==> src/hw/rtl/sparse_neuron_tanh_macros.svh <==
// ----------------------------------------------------------------------------
// Sparse neuron assertion macros
// Shared concurrent assertion forms used by the sparse neuron RTL.
// ----------------------------------------------------------------------------
`ifndef SPARSE_NEURON_TANH_MACROS_SVH
`define SPARSE_NEURON_TANH_MACROS_SVH

// Same-cycle implication, disabled while reset is high.
`define SNT_ASSERT_SAME(label, clk, rst, ante, cons) \
   label: assert property (@(posedge clk) disable iff (rst) (ante) |-> (cons)) \
      else $error("sparse_neuron_tanh: assertion failed");

// Next-cycle implication, disabled while reset is high.
`define SNT_ASSERT_NEXT(label, clk, rst, ante, cons) \
   label: assert property (@(posedge clk) disable iff (rst) (ante) |=> (cons)) \
      else $error("sparse_neuron_tanh: assertion failed");

`endif

==> src/hw/rtl/snt_pkg.sv <==
// ----------------------------------------------------------------------------
// Sparse neuron package
// Item codes, queue entry type, sizes and the tanh breakpoint table.
// ----------------------------------------------------------------------------
`timescale 1ns / 1ps

package snt_pkg;

   localparam int NUM_SOURCES_DEFAULT = 64;
   localparam int QUEUE_DEPTH         = 4;
   localparam int RAM_WIDTH           = 17;

   localparam logic [2:0] MODE_WRITE  = 3'd0;
   localparam logic [2:0] MODE_REMOVE = 3'd1;
   localparam logic [2:0] MODE_QUERY  = 3'd2;
   localparam logic [2:0] MODE_SET    = 3'd3;
   localparam logic [2:0] MODE_FEED   = 3'd4;

   typedef struct packed {
      logic [2:0]         mode;
      logic               in_range;
      logic [5:0]         neuron_index;
      logic signed [15:0] data;
      logic               last;
   } op_type;

   typedef struct packed {
      logic pop;
      logic clearing;
   } back_ctrl_type;

   function automatic logic [12:0] tanh_point(input logic [4:0] k);
      logic [12:0] y;
      case (k)
         5'd0:    y = 13'd0;
         5'd1:    y = 13'd1003;
         5'd2:    y = 13'd1893;
         5'd3:    y = 13'd2602;
         5'd4:    y = 13'd3119;
         5'd5:    y = 13'd3475;
         5'd6:    y = 13'd3707;
         5'd7:    y = 13'd3856;
         5'd8:    y = 13'd3949;
         5'd9:    y = 13'd4006;
         5'd10:   y = 13'd4041;
         5'd11:   y = 13'd4062;
         5'd12:   y = 13'd4076;
         5'd13:   y = 13'd4084;
         5'd14:   y = 13'd4089;
         5'd15:   y = 13'd4091;
         5'd16:   y = 13'd4093;
         default: y = 13'd0;
      endcase
      return y;
   endfunction

endpackage

==> src/hw/rtl/snt_ram.sv <==
// ----------------------------------------------------------------------------
// Sparse neuron generic RAM
// Single write port, single read port with registered read data.
// ----------------------------------------------------------------------------
`timescale 1ns / 1ps

module snt_ram #(
   parameter int WIDTH = 8,
   parameter int DEPTH = 64
) (
   input  logic                     clock,
   input  logic                     wr_en,
   input  logic [$clog2(DEPTH)-1:0] wr_addr,
   input  logic [WIDTH-1:0]         wr_data,
   input  logic                     rd_en,
   input  logic [$clog2(DEPTH)-1:0] rd_addr,
   output logic [WIDTH-1:0]         rd_data
);

   logic [WIDTH-1:0] mem_ff [DEPTH];
   logic [WIDTH-1:0] rd_data_ff;

   always_ff @(posedge clock) begin
      if (wr_en) begin
         mem_ff[wr_addr] <= wr_data;
      end
      if (rd_en) begin
         rd_data_ff <= mem_ff[rd_addr];
      end
   end

   assign rd_data = rd_data_ff;

endmodule

==> src/hw/rtl/snt_front.sv <==
// ----------------------------------------------------------------------------
// Sparse neuron front end
// Accepts request transactions, drops those with no effect and queues the rest.
// ----------------------------------------------------------------------------
`timescale 1ns / 1ps

module snt_front #(
   parameter int NUM_SOURCES = snt_pkg::NUM_SOURCES_DEFAULT
) (
   input  logic                  clock,
   input  logic                  reset,
   input  logic                  req_valid,
   output logic                  req_stall,
   input  logic [2:0]            req_mode,
   input  logic [5:0]            req_neuron_index,
   input  logic signed [15:0]    req_data_in,
   input  logic                  req_last,
   input  snt_pkg::back_ctrl_type back_ctrl,
   output logic                  op_valid,
   output snt_pkg::op_type       op
);

   localparam int PW = $clog2(snt_pkg::QUEUE_DEPTH);
   localparam int CW = $clog2(snt_pkg::QUEUE_DEPTH + 1);

   snt_pkg::op_type q_ff [snt_pkg::QUEUE_DEPTH];
   logic [PW-1:0]   wr_ptr_ff, wr_ptr_in;
   logic [PW-1:0]   rd_ptr_ff, rd_ptr_in;
   logic [CW-1:0]   count_ff, count_in;
   logic            full;
   logic            in_range;
   logic            keep;
   logic            push;
   logic            pop;
   snt_pkg::op_type entry;

   assign full      = (count_ff == CW'(snt_pkg::QUEUE_DEPTH));
   assign req_stall = full | back_ctrl.clearing;
   assign in_range  = (32'(req_neuron_index) < NUM_SOURCES);

   always_comb begin
      case (req_mode)
         snt_pkg::MODE_WRITE, snt_pkg::MODE_REMOVE: keep = in_range;
         snt_pkg::MODE_QUERY, snt_pkg::MODE_SET, snt_pkg::MODE_FEED: keep = 1'b1;
         default: keep = 1'b0;
      endcase
   end

   always_comb begin
      entry.mode         = req_mode;
      entry.in_range     = in_range;
      entry.neuron_index = req_neuron_index;
      entry.data         = req_data_in;
      entry.last         = req_last;
   end

   assign push      = req_valid & ~req_stall & keep;
   assign pop       = back_ctrl.pop;
   assign wr_ptr_in = push ? wr_ptr_ff + PW'(1) : wr_ptr_ff;
   assign rd_ptr_in = pop ? rd_ptr_ff + PW'(1) : rd_ptr_ff;

   always_comb begin
      count_in = count_ff;
      if (push && !pop) begin
         count_in = count_ff + CW'(1);
      end else if (pop && !push) begin
         count_in = count_ff - CW'(1);
      end
   end

   always_ff @(posedge clock) begin
      if (reset) begin
         wr_ptr_ff <= '0;
         rd_ptr_ff <= '0;
         count_ff  <= '0;
      end else begin
         wr_ptr_ff <= wr_ptr_in;
         rd_ptr_ff <= rd_ptr_in;
         count_ff  <= count_in;
      end
   end

   always_ff @(posedge clock) begin
      if (push) begin
         q_ff[wr_ptr_ff] <= entry;
      end
   end

   assign op_valid = (count_ff != '0);
   assign op       = q_ff[rd_ptr_ff];

endmodule

==> src/hw/rtl/snt_back.sv <==
// ----------------------------------------------------------------------------
// Sparse neuron back end
// Executes queued transactions against the connection table and the neuron.
// ----------------------------------------------------------------------------
`timescale 1ns / 1ps

module snt_back #(
   parameter int NUM_SOURCES = snt_pkg::NUM_SOURCES_DEFAULT
) (
   input  logic                   clock,
   input  logic                   reset,
   input  logic                   op_valid,
   input  snt_pkg::op_type        op,
   output snt_pkg::back_ctrl_type back_ctrl,
   output logic                   rsp_valid,
   input  logic                   rsp_stall,
   output logic signed [13:0]     rsp_activation,
   output logic signed [15:0]     rsp_weight_out,
   output logic                   rsp_exists,
   output logic                   rsp_update_done
);

   localparam int AW = $clog2(NUM_SOURCES);
   localparam int XW = (AW > 6) ? AW : 6;

   localparam logic [2:0] ST_CLEAR = 3'd0;
   localparam logic [2:0] ST_IDLE  = 3'd1;
   localparam logic [2:0] ST_READ  = 3'd2;
   localparam logic [2:0] ST_ACC   = 3'd3;
   localparam logic [2:0] ST_MAG   = 3'd4;
   localparam logic [2:0] ST_TANH  = 3'd5;
   localparam logic [2:0] ST_EMIT  = 3'd6;

   logic [2:0]                  state_ff, state_in;
   logic [AW-1:0]               clr_cnt_ff, clr_cnt_in;
   snt_pkg::op_type             cur_ff, cur_in;
   logic signed [31:0]          product_ff, product_in;
   logic [47:0]                 acc_ff, acc_in;
   logic signed [13:0]          neuron_ff, neuron_in;
   logic                        neg_ff, neg_in;
   logic                        sat_ff, sat_in;
   logic [3:0]                  seg_ff, seg_in;
   logic [11:0]                 frac_ff, frac_in;
   logic signed [15:0]          pend_weight_ff, pend_weight_in;
   logic                        pend_exists_ff, pend_exists_in;
   logic                        pend_done_ff, pend_done_in;
   logic                        rsp_valid_ff, rsp_valid_in;
   logic signed [13:0]          rsp_act_ff;
   logic signed [15:0]          rsp_weight_ff;
   logic                        rsp_exists_ff;
   logic                        rsp_done_ff;
   logic                        rsp_load;

   logic                        wr_en;
   logic [AW-1:0]               wr_addr;
   logic [snt_pkg::RAM_WIDTH-1:0] wr_data;
   logic                        rd_en;
   logic [snt_pkg::RAM_WIDTH-1:0] rd_data;
   logic [XW-1:0]               idx_x;
   logic [AW-1:0]               op_addr;
   logic                        ex;
   logic signed [15:0]          w_s;
   logic [47:0]                 mag;
   logic [12:0]                 t_lo, t_hi, t_d;
   logic [24:0]                 t_prod;
   logic [25:0]                 t_sum;
   logic [12:0]                 y;
   logic                        rsp_free;

   assign idx_x   = XW'(op.neuron_index);
   assign op_addr = idx_x[AW-1:0];
   assign ex      = cur_ff.in_range & rd_data[16];
   assign w_s     = rd_data[15:0];
   assign mag     = acc_ff[47] ? (~acc_ff + 48'd1) : acc_ff;
   assign t_lo    = snt_pkg::tanh_point({1'b0, seg_ff});
   assign t_hi    = snt_pkg::tanh_point({1'b0, seg_ff} + 5'd1);
   assign t_d     = t_hi - t_lo;
   assign t_prod  = 25'(t_d) * 25'(frac_ff);
   assign t_sum   = 26'(t_prod) + 26'd2048;
   assign y       = sat_ff ? 13'd4096 : t_lo + t_sum[24:12];
   assign rsp_free = ~rsp_valid_ff | ~rsp_stall;

   always_comb begin
      state_in       = state_ff;
      clr_cnt_in     = clr_cnt_ff;
      cur_in         = cur_ff;
      product_in     = product_ff;
      acc_in         = acc_ff;
      neuron_in      = neuron_ff;
      neg_in         = neg_ff;
      sat_in         = sat_ff;
      seg_in         = seg_ff;
      frac_in        = frac_ff;
      pend_weight_in = pend_weight_ff;
      pend_exists_in = pend_exists_ff;
      pend_done_in   = pend_done_ff;
      back_ctrl      = '0;
      wr_en          = 1'b0;
      wr_addr        = op_addr;
      wr_data        = '0;
      rd_en          = 1'b0;
      rsp_load       = 1'b0;
      case (state_ff)
         ST_CLEAR: begin
            back_ctrl.clearing = 1'b1;
            wr_en      = 1'b1;
            wr_addr    = clr_cnt_ff;
            clr_cnt_in = clr_cnt_ff + AW'(1);
            if (clr_cnt_ff == AW'(NUM_SOURCES - 1)) begin
               state_in = ST_IDLE;
            end
         end
         ST_IDLE: begin
            if (op_valid) begin
               back_ctrl.pop = 1'b1;
               cur_in        = op;
               case (op.mode)
                  snt_pkg::MODE_WRITE: begin
                     wr_en   = 1'b1;
                     wr_data = {1'b1, op.data};
                  end
                  snt_pkg::MODE_REMOVE: begin
                     wr_en = 1'b1;
                  end
                  snt_pkg::MODE_SET: begin
                     if (op.data > 16'sd4096) begin
                        neuron_in = 14'sd4096;
                     end else if (op.data < -16'sd4096) begin
                        neuron_in = -14'sd4096;
                     end else begin
                        neuron_in = 14'(op.data);
                     end
                  end
                  snt_pkg::MODE_QUERY, snt_pkg::MODE_FEED: begin
                     rd_en    = 1'b1;
                     state_in = ST_READ;
                  end
                  default: begin
                  end
               endcase
            end
         end
         ST_READ: begin
            if (cur_ff.mode == snt_pkg::MODE_QUERY) begin
               pend_weight_in = ex ? w_s : 16'sd0;
               pend_exists_in = ex;
               pend_done_in   = 1'b0;
               state_in       = ST_EMIT;
            end else begin
               product_in = ex ? 32'(w_s) * 32'(cur_ff.data) : 32'sd0;
               state_in   = ST_ACC;
            end
         end
         ST_ACC: begin
            acc_in   = acc_ff + {{16{product_ff[31]}}, product_ff};
            state_in = cur_ff.last ? ST_MAG : ST_IDLE;
         end
         ST_MAG: begin
            neg_in   = acc_ff[47];
            sat_in   = |mag[47:26];
            seg_in   = mag[25:22];
            frac_in  = mag[21:10];
            acc_in   = '0;
            state_in = ST_TANH;
         end
         ST_TANH: begin
            neuron_in      = neg_ff ? -14'(y) : 14'(y);
            pend_weight_in = 16'sd0;
            pend_exists_in = 1'b0;
            pend_done_in   = 1'b1;
            state_in       = ST_EMIT;
         end
         ST_EMIT: begin
            if (rsp_free) begin
               rsp_load = 1'b1;
               state_in = ST_IDLE;
            end
         end
         default: begin
            state_in = ST_IDLE;
         end
      endcase
   end

   always_comb begin
      rsp_valid_in = rsp_valid_ff & rsp_stall;
      if (rsp_load) begin
         rsp_valid_in = 1'b1;
      end
   end

   always_ff @(posedge clock) begin
      if (reset) begin
         state_ff     <= ST_CLEAR;
         clr_cnt_ff   <= '0;
         acc_ff       <= '0;
         neuron_ff    <= '0;
         rsp_valid_ff <= 1'b0;
      end else begin
         state_ff     <= state_in;
         clr_cnt_ff   <= clr_cnt_in;
         acc_ff       <= acc_in;
         neuron_ff    <= neuron_in;
         rsp_valid_ff <= rsp_valid_in;
      end
   end

   always_ff @(posedge clock) begin
      cur_ff         <= cur_in;
      product_ff     <= product_in;
      neg_ff         <= neg_in;
      sat_ff         <= sat_in;
      seg_ff         <= seg_in;
      frac_ff        <= frac_in;
      pend_weight_ff <= pend_weight_in;
      pend_exists_ff <= pend_exists_in;
      pend_done_ff   <= pend_done_in;
      if (rsp_load) begin
         rsp_act_ff    <= neuron_ff;
         rsp_weight_ff <= pend_weight_ff;
         rsp_exists_ff <= pend_exists_ff;
         rsp_done_ff   <= pend_done_ff;
      end
   end

   snt_ram #(
      .WIDTH(snt_pkg::RAM_WIDTH),
      .DEPTH(NUM_SOURCES)
   ) u_table (
      .clock  (clock),
      .wr_en  (wr_en),
      .wr_addr(wr_addr),
      .wr_data(wr_data),
      .rd_en  (rd_en),
      .rd_addr(op_addr),
      .rd_data(rd_data)
   );

   assign rsp_valid       = rsp_valid_ff;
   assign rsp_activation  = rsp_act_ff;
   assign rsp_weight_out  = rsp_weight_ff;
   assign rsp_exists      = rsp_exists_ff;
   assign rsp_update_done = rsp_done_ff;

endmodule

==> src/hw/rtl/sparse_neuron_tanh.sv <==
// ----------------------------------------------------------------------------
// Sparse neuron with tanh activation
// One neuron with a sparse table of weighted incoming connections.
// ----------------------------------------------------------------------------
//  Channel  Direction  Carries
//  req_*    in         mode, neuron index, Q4.12 data and last mark
//  rsp_*    out        activation, queried weight, exists flag, pass done
//
// A queued write, remove or set is done by the back end in its idle state. A
// query reads the table, then emits; a feed reads the table and accumulates,
// and on the last value of a pass also takes the magnitude, looks up tanh and
// emits. After reset a clearing pass empties the table; req_stall is high
// during it. A four-entry queue keeps taking transactions, until it is full,
// while the back end works or rsp_stall holds a result.
// ----------------------------------------------------------------------------
`timescale 1ns / 1ps

`include "sparse_neuron_tanh_macros.svh"

module sparse_neuron_tanh #(
   parameter int NUM_SOURCES = snt_pkg::NUM_SOURCES_DEFAULT
) (
   input  logic               clock,
   input  logic               reset,
   input  logic               req_valid,
   output logic               req_stall,
   input  logic [2:0]         req_mode,
   input  logic [5:0]         req_neuron_index,
   input  logic signed [15:0] req_data_in,
   input  logic               req_last,
   output logic               rsp_valid,
   input  logic               rsp_stall,
   output logic signed [13:0] rsp_activation,
   output logic signed [15:0] rsp_weight_out,
   output logic               rsp_exists,
   output logic               rsp_update_done
);

   snt_pkg::back_ctrl_type back_ctrl;
   snt_pkg::op_type        op;
   logic                   op_valid;

   snt_front #(
      .NUM_SOURCES(NUM_SOURCES)
   ) u_front (
      .clock           (clock),
      .reset           (reset),
      .req_valid       (req_valid),
      .req_stall       (req_stall),
      .req_mode        (req_mode),
      .req_neuron_index(req_neuron_index),
      .req_data_in     (req_data_in),
      .req_last        (req_last),
      .back_ctrl       (back_ctrl),
      .op_valid        (op_valid),
      .op              (op)
   );

   snt_back #(
      .NUM_SOURCES(NUM_SOURCES)
   ) u_back (
      .clock          (clock),
      .reset          (reset),
      .op_valid       (op_valid),
      .op             (op),
      .back_ctrl      (back_ctrl),
      .rsp_valid      (rsp_valid),
      .rsp_stall      (rsp_stall),
      .rsp_activation (rsp_activation),
      .rsp_weight_out (rsp_weight_out),
      .rsp_exists     (rsp_exists),
      .rsp_update_done(rsp_update_done)
   );

   `SNT_ASSERT_SAME(a_clear_stalls, clock, reset, back_ctrl.clearing, req_stall && !back_ctrl.pop)
   `SNT_ASSERT_SAME(a_act_range, clock, reset, rsp_valid, rsp_activation <= 14'sd4096 && rsp_activation >= -14'sd4096)
   `SNT_ASSERT_SAME(a_done_no_entry, clock, reset, rsp_valid && rsp_update_done, !rsp_exists && rsp_weight_out == 16'sd0)
   `SNT_ASSERT_NEXT(a_pop_after_clear, clock, reset, back_ctrl.pop, !back_ctrl.clearing)

endmodule

==> config.mk <==
export PLATFORM = sky130hd
export DESIGN_NAME = sparse_neuron_tanh
export DESIGN_NICKNAME = d
export VERILOG_FILES = /design/src/hw/rtl/snt_pkg.sv /design/src/hw/rtl/snt_ram.sv /design/src/hw/rtl/snt_front.sv /design/src/hw/rtl/snt_back.sv /design/src/hw/rtl/sparse_neuron_tanh.sv
export VERILOG_INCLUDE_DIRS = /design/src /design/src/hw/rtl
export SDC_FILE = /design/constraint.sdc
export NUM_CORES = 2
export LEC_CHECK = 0
export BUFFER_PORTS_ARGS = -buffer_cell sky130_fd_sc_hd__buf_2
export CAP_MARGIN = 20
export CORE_MARGIN = 2
export CORE_UTILIZATION = 45
export CTS_CLUSTER_SIZE = 8
export DETAILED_ROUTE_END_ITERATION = 12
export PLACE_DENSITY = 0.65
export SLEW_MARGIN = 20
export SYNTH_ARGS = -nofsm -noshare
export SYNTH_HDL_FRONTEND = slang
export SYNTH_SLANG_ARGS = --single-unit
==> constraint.sdc <==
create_clock -name clock -period 18 [get_ports clock]
set_clock_uncertainty 0.2 [all_clocks]
set_input_delay 4.5 -clock clock [delete_from_list [all_inputs] [get_ports clock]]
set_output_delay 4.5 -clock clock [all_outputs]
set_load 0.005 [all_outputs]
==> summary.txt <==
Run status
  • Status: finished, final reports clean

Floorplan
  • Top-level I/O count: 64
  • Initial Util: 0.4517
  • Die Area: 168300 um2
  • Row count: 149
  • Die Width: 410.2 um
  • Die Ht: 410.2 um
  • Area of the core: 164400 um2

Yosys
  • Number of flops mapped to enable cells by yosys: 1329
  • Synthesized area per cell: 14.39 um2
  • Synth warn: 0
  • Post-Synth Simple-Gate Area: 0.07787
  • Post-Synthesis Cells: 5160
  • Yosys reg bits: 1422
  • Post-Synth XOR/XNOR Area: 0.01627
  • Mux cell area share after synthesis: 0.1015
  • Mapped Nets: 5816
  • Largest family of logic cells by synthesized area: adder cells
  • Compound-Gate Fraction of Synth Area: 0.06023
  • Top FF cell, synth: edfxtp_1
  • Adder-cell area share of the yosys netlist: 0.1434
  • Netlist cell types: 79
  • Seq/Total Area, Yosys: 0.5624
  • Async SR Flop Fraction: 0
  • Cell area after synthesis: 74260 um2

Critical path
  • Worst Setup Start Kind: flip-flop
  • R2R depth: 44
  • Crit path max-delay family: adder cells
  • R2R setup slack: 5.29 ns
  • Crit path DAT: 13.19 ns
  • Crit path capture type: flip-flop
  • Crit-path max cell delay: 0.80 ns
  • CP max FO: 16
  • Critical path depth in cells: 44
  • Buffers and inverters on the worst path: 4
  • Worst setup startpoint: u_back.seg_ff[0]
  • Crit Path Category: reg -> reg
  • Most common cell on crit path: fa_1
  • Slowest library cell on the worst path: xor2_1
  • R2R Path Start: u_back.seg_ff[0]
  • Critical Path End: u_back.neuron_ff[12]
  • Reg-to-reg critical path endpoint: u_back.neuron_ff[12]
  • CP required: 18.49 ns

Place
  • Buffers on Ports: 63
  • Placed cell count: 7274
  • Detailed Place HPWL: 113.6 mm
  • Global placement routability congestion: 0.8911
  • Post-DP Area: 77370 um2
  • Pre-CTS setup slack: 5.509 ns

Clock network
  • Worst-Skew Late Latency: 0.83 ns
  • Resize count post-CTS: 0
  • Clock Sinks: 1422
  • CTS Hold Bufs: 0
  • Worst-case clock buffer depth: 3
  • Setup bufs post-CTS: 0
  • CTS tree: done
  • CTS Root Cell: clkbuf_16
  • H-tree levels: 4
  • TritonCTS Buffers: 197
  • Clock slew at reported path FFs: 0.05 ns

STA
  • Hold Vio Cnt, Final: 0
  • Fin Setup TNS: 0 ns
  • Fin crit share: 0.7059
  • Maximum clock frequency: 0.07870 GHz
  • Final setup margin: 5.294 ns
  • Relative slew slack: 0.2915
  • Worst Tran Pin Value: 1.055 ns
  • Tmin final: 12.71 ns
  • Final Slew Violations: 0
  • RSZ-0062 raised after global routing: no
  • Final Setup Violations: 0

Detailed routing
  • DRC: 0
  • Starting DRC count in detailed routing: 3499
  • Via-to-Cell Ratio: 5.640
  • DRT Pass-1 Iters: 5
  • Detail Route Antenna Nets: 0
  • Final wirelength: 176.0 mm
  • DR vias: 42646
  • WL per Instance: 23.27 um

Job
  • Maxcap violations: 0

Power
  • Lkg Pwr: 30.23 nW
  • Sw frac: 0.1999
  • Psw: 1.403 mW
  • Max rail drop VDD: 0.1415 mV
  • Clock share of power: 0.483
  • Internal Power: 5.613 mW
  • Share of power burned in registers: 0.511
  • Pwr dens: 84.44 nW/um2
  • Combinational share of power: 0.006

Cells and area
  • Cell area after layout: 83090 um2
  • Fin nets: 5941
  • Share of layout cells above drive strength 1: 0.1450
  • Fin cells: 7562
  • Synth-to-layout area growth: 11.88%
  • FILL cells: 13788

Global routing
  • Largest net degree at the start of global routing: 114
  • Initial antenna violation count: 10
  • Remaining Overflow, GRT: 0
  • Global Route Usage Sum: 0.2109
  • First-pass GRT wire length: 269.3 mm
  • Vias in the first global route: 44487

Hold path
  • Worst Hold Class: reg -> reg
[synth_stat cells, types with 9 or more instances]
| cell type | n | area [um2] |
|---|---|---|
| a211oi_1 | 146 | 1096 |
| a21o_1 | 51 | 382.9 |
| a21oi_1 | 193 | 965.9 |
| a22oi_1 | 32 | 240.2 |
| a31oi_1 | 27 | 168.9 |
| a41oi_1 | 9 | 78.83 |
| and2_1 | 215 | 1345 |
| and3_1 | 25 | 156.4 |
| buf_1 | 23 | 86.33 |
| buf_2 | 43 | 215.2 |
| clkbuf_1 | 177 | 664.4 |
| dfxtp_1 | 93 | 1862 |
| edfxtp_1 | 1329 | 39910 |
| fa_1 | 375 | 7507 |
| ha_1 | 251 | 3141 |
| inv_1 | 496 | 1862 |
| mux2i_1 | 79 | 790.8 |
| mux4_2 | 297 | 6689 |
| nand2_1 | 328 | 1231 |
| nand2b_1 | 51 | 319.1 |
| nand3_1 | 42 | 210.2 |
| nand4_1 | 14 | 87.58 |
| nor2_1 | 253 | 949.7 |
| nor2b_1 | 102 | 638.1 |
| nor3_1 | 50 | 250.2 |
| nor4_1 | 13 | 81.33 |
| o211ai_1 | 15 | 112.6 |
| o21a_1 | 12 | 90.09 |
| o21ai_0 | 109 | 545.5 |
| o21bai_1 | 16 | 120.1 |
| o31ai_1 | 14 | 105.1 |
| or2_2 | 14 | 87.58 |
| or3_1 | 20 | 125.1 |
| xnor2_1 | 86 | 753.2 |
| xor2_1 | 52 | 455.4 |
[power groups by stage]
stage / combinational [mW] / clock (mW) / sequential [mW]
after floorplan: 0.0199 / 0 / 3.65
after global placement: 0.0406 / 0 / 3.65
after detailed placement: 0.0413 / 0 / 3.65
after CTS: 0.0417 / 3.45 / 3.59
after global routing: 0.0441 / 3.59 / 3.58
final: 0.0416 / 3.39 / 3.59
[placed cells by master (no fill, tap or decap), types with 27 or more instances in the layout]
cell type	instances
mux4_2	294
a31oi_1	27
nor2b_1	101
and2_1	199
xor2_1	52
clkbuf_1	63
nor2_2	29
xnor2_1	84
a22oi_1	32
fa_1	375
ha_1	251
a21o_1	51
nor3_1	45
a211oi_1	146
nand3_1	42
o21ai_0	109
dfxtp_1	92
nand2_1	328
buf_4	101
nand2b_1	51
buf_2	63
a21oi_1	192
clkbuf_16	198
mux2i_1	78
edfxtp_1	1329
nor2_1	216
inv_1	496
[kinds of logic (layout without fill, tap and decap cells)]
kind of cell	after synthesis	count (layout)
flops	1422	1422
simple gates	1160	1160
buf+inv	742	949
compound gates	691	691
fa+ha+maj	626	626
mux	381	381
xor+xnor	138	138
other cells	0	6
[sequential cells by signal (all words and copies together), names as in the netlist, 14 cells and up, named ones only]
name,flops
u_back.u_table.mem_ff,1088
u_front.q_ff,104
u_back.acc_ff,48
u_back.product_ff,32
u_back.cur_ff,20
u_back.u_table.rd_data,17
u_back.pend_weight_ff,16
u_back.rsp_weight_out,16
u_back.neuron_ff,14
u_back.rsp_activation,14
[worst min path at each step]
stage / cells past startpoint / to / slack [ns] / from
2_1_floorplan: 0 / u_back.rsp_exists / 0.20 / u_back.pend_exists_ff
3_3_place_gp: 0 / u_back.rsp_weight_out[10] / 0.20 / u_back.pend_weight_ff[10]
3_5_place_dp: 0 / u_back.rsp_weight_out[9] / 0.21 / u_back.pend_weight_ff[9]
4_1_cts: 0 / u_back.rsp_weight_out[6] / 0.22 / u_back.pend_weight_ff[6]
5_1_grt: 0 / u_back.rsp_weight_out[10] / 0.23 / u_back.pend_weight_ff[10]
6_report: 0 / u_back.rsp_weight_out[6] / 0.22 / u_back.pend_weight_ff[6]
[stage by stage]
step	hold slack [ns]	power (mW)	util
after global routing	0.2305	7.217	0.5052
after CTS	0.2214	7.077	0.5048
after global placement	0.2038	3.691	0.4703
after detailed placement	0.2125	3.692	0.4705
final	0.2203	7.016	0.5053
after floorplan	0.2003	3.670	-
[worst reg2reg max path, delay by kind of cell, from the launching register on]
kind,cells,cell delay [ns]
simple gates,14,3.24
buf+inv,4,0.24
xor+xnor,4,1.84
flops,1,0.65
compound gates,13,2.83
fa+ha+maj,9,3.61
[layout make-up]
cell class / instances / area, um2 / area share
Sequential cell: 1422 / 41770 / 0.5027
Multi-Input combinational cell: 2996 / 29880 / 0.3596
Clock buffer: 263 / 5219 / 0.06281
Tap cell: 2189 / 2739 / 0.03296
Inverter: 497 / 1866 / 0.02245
Timing Repair Buffer: 171 / 1182 / 0.01423
Clock inverter: 18 / 414.1 / 0.004984
Antenna cell: 6 / 15.01 / 0.0001807
[routing by layer]
metal / GRT usage / share of wire
met2: 0.3607 / 0.50
met1: 0.2766 / 0.41
met5: 0 / 0
met4: 0.06554 / 0.028
met3: 0.03330 / 0.059
Power figures use the tool's default switching activity.
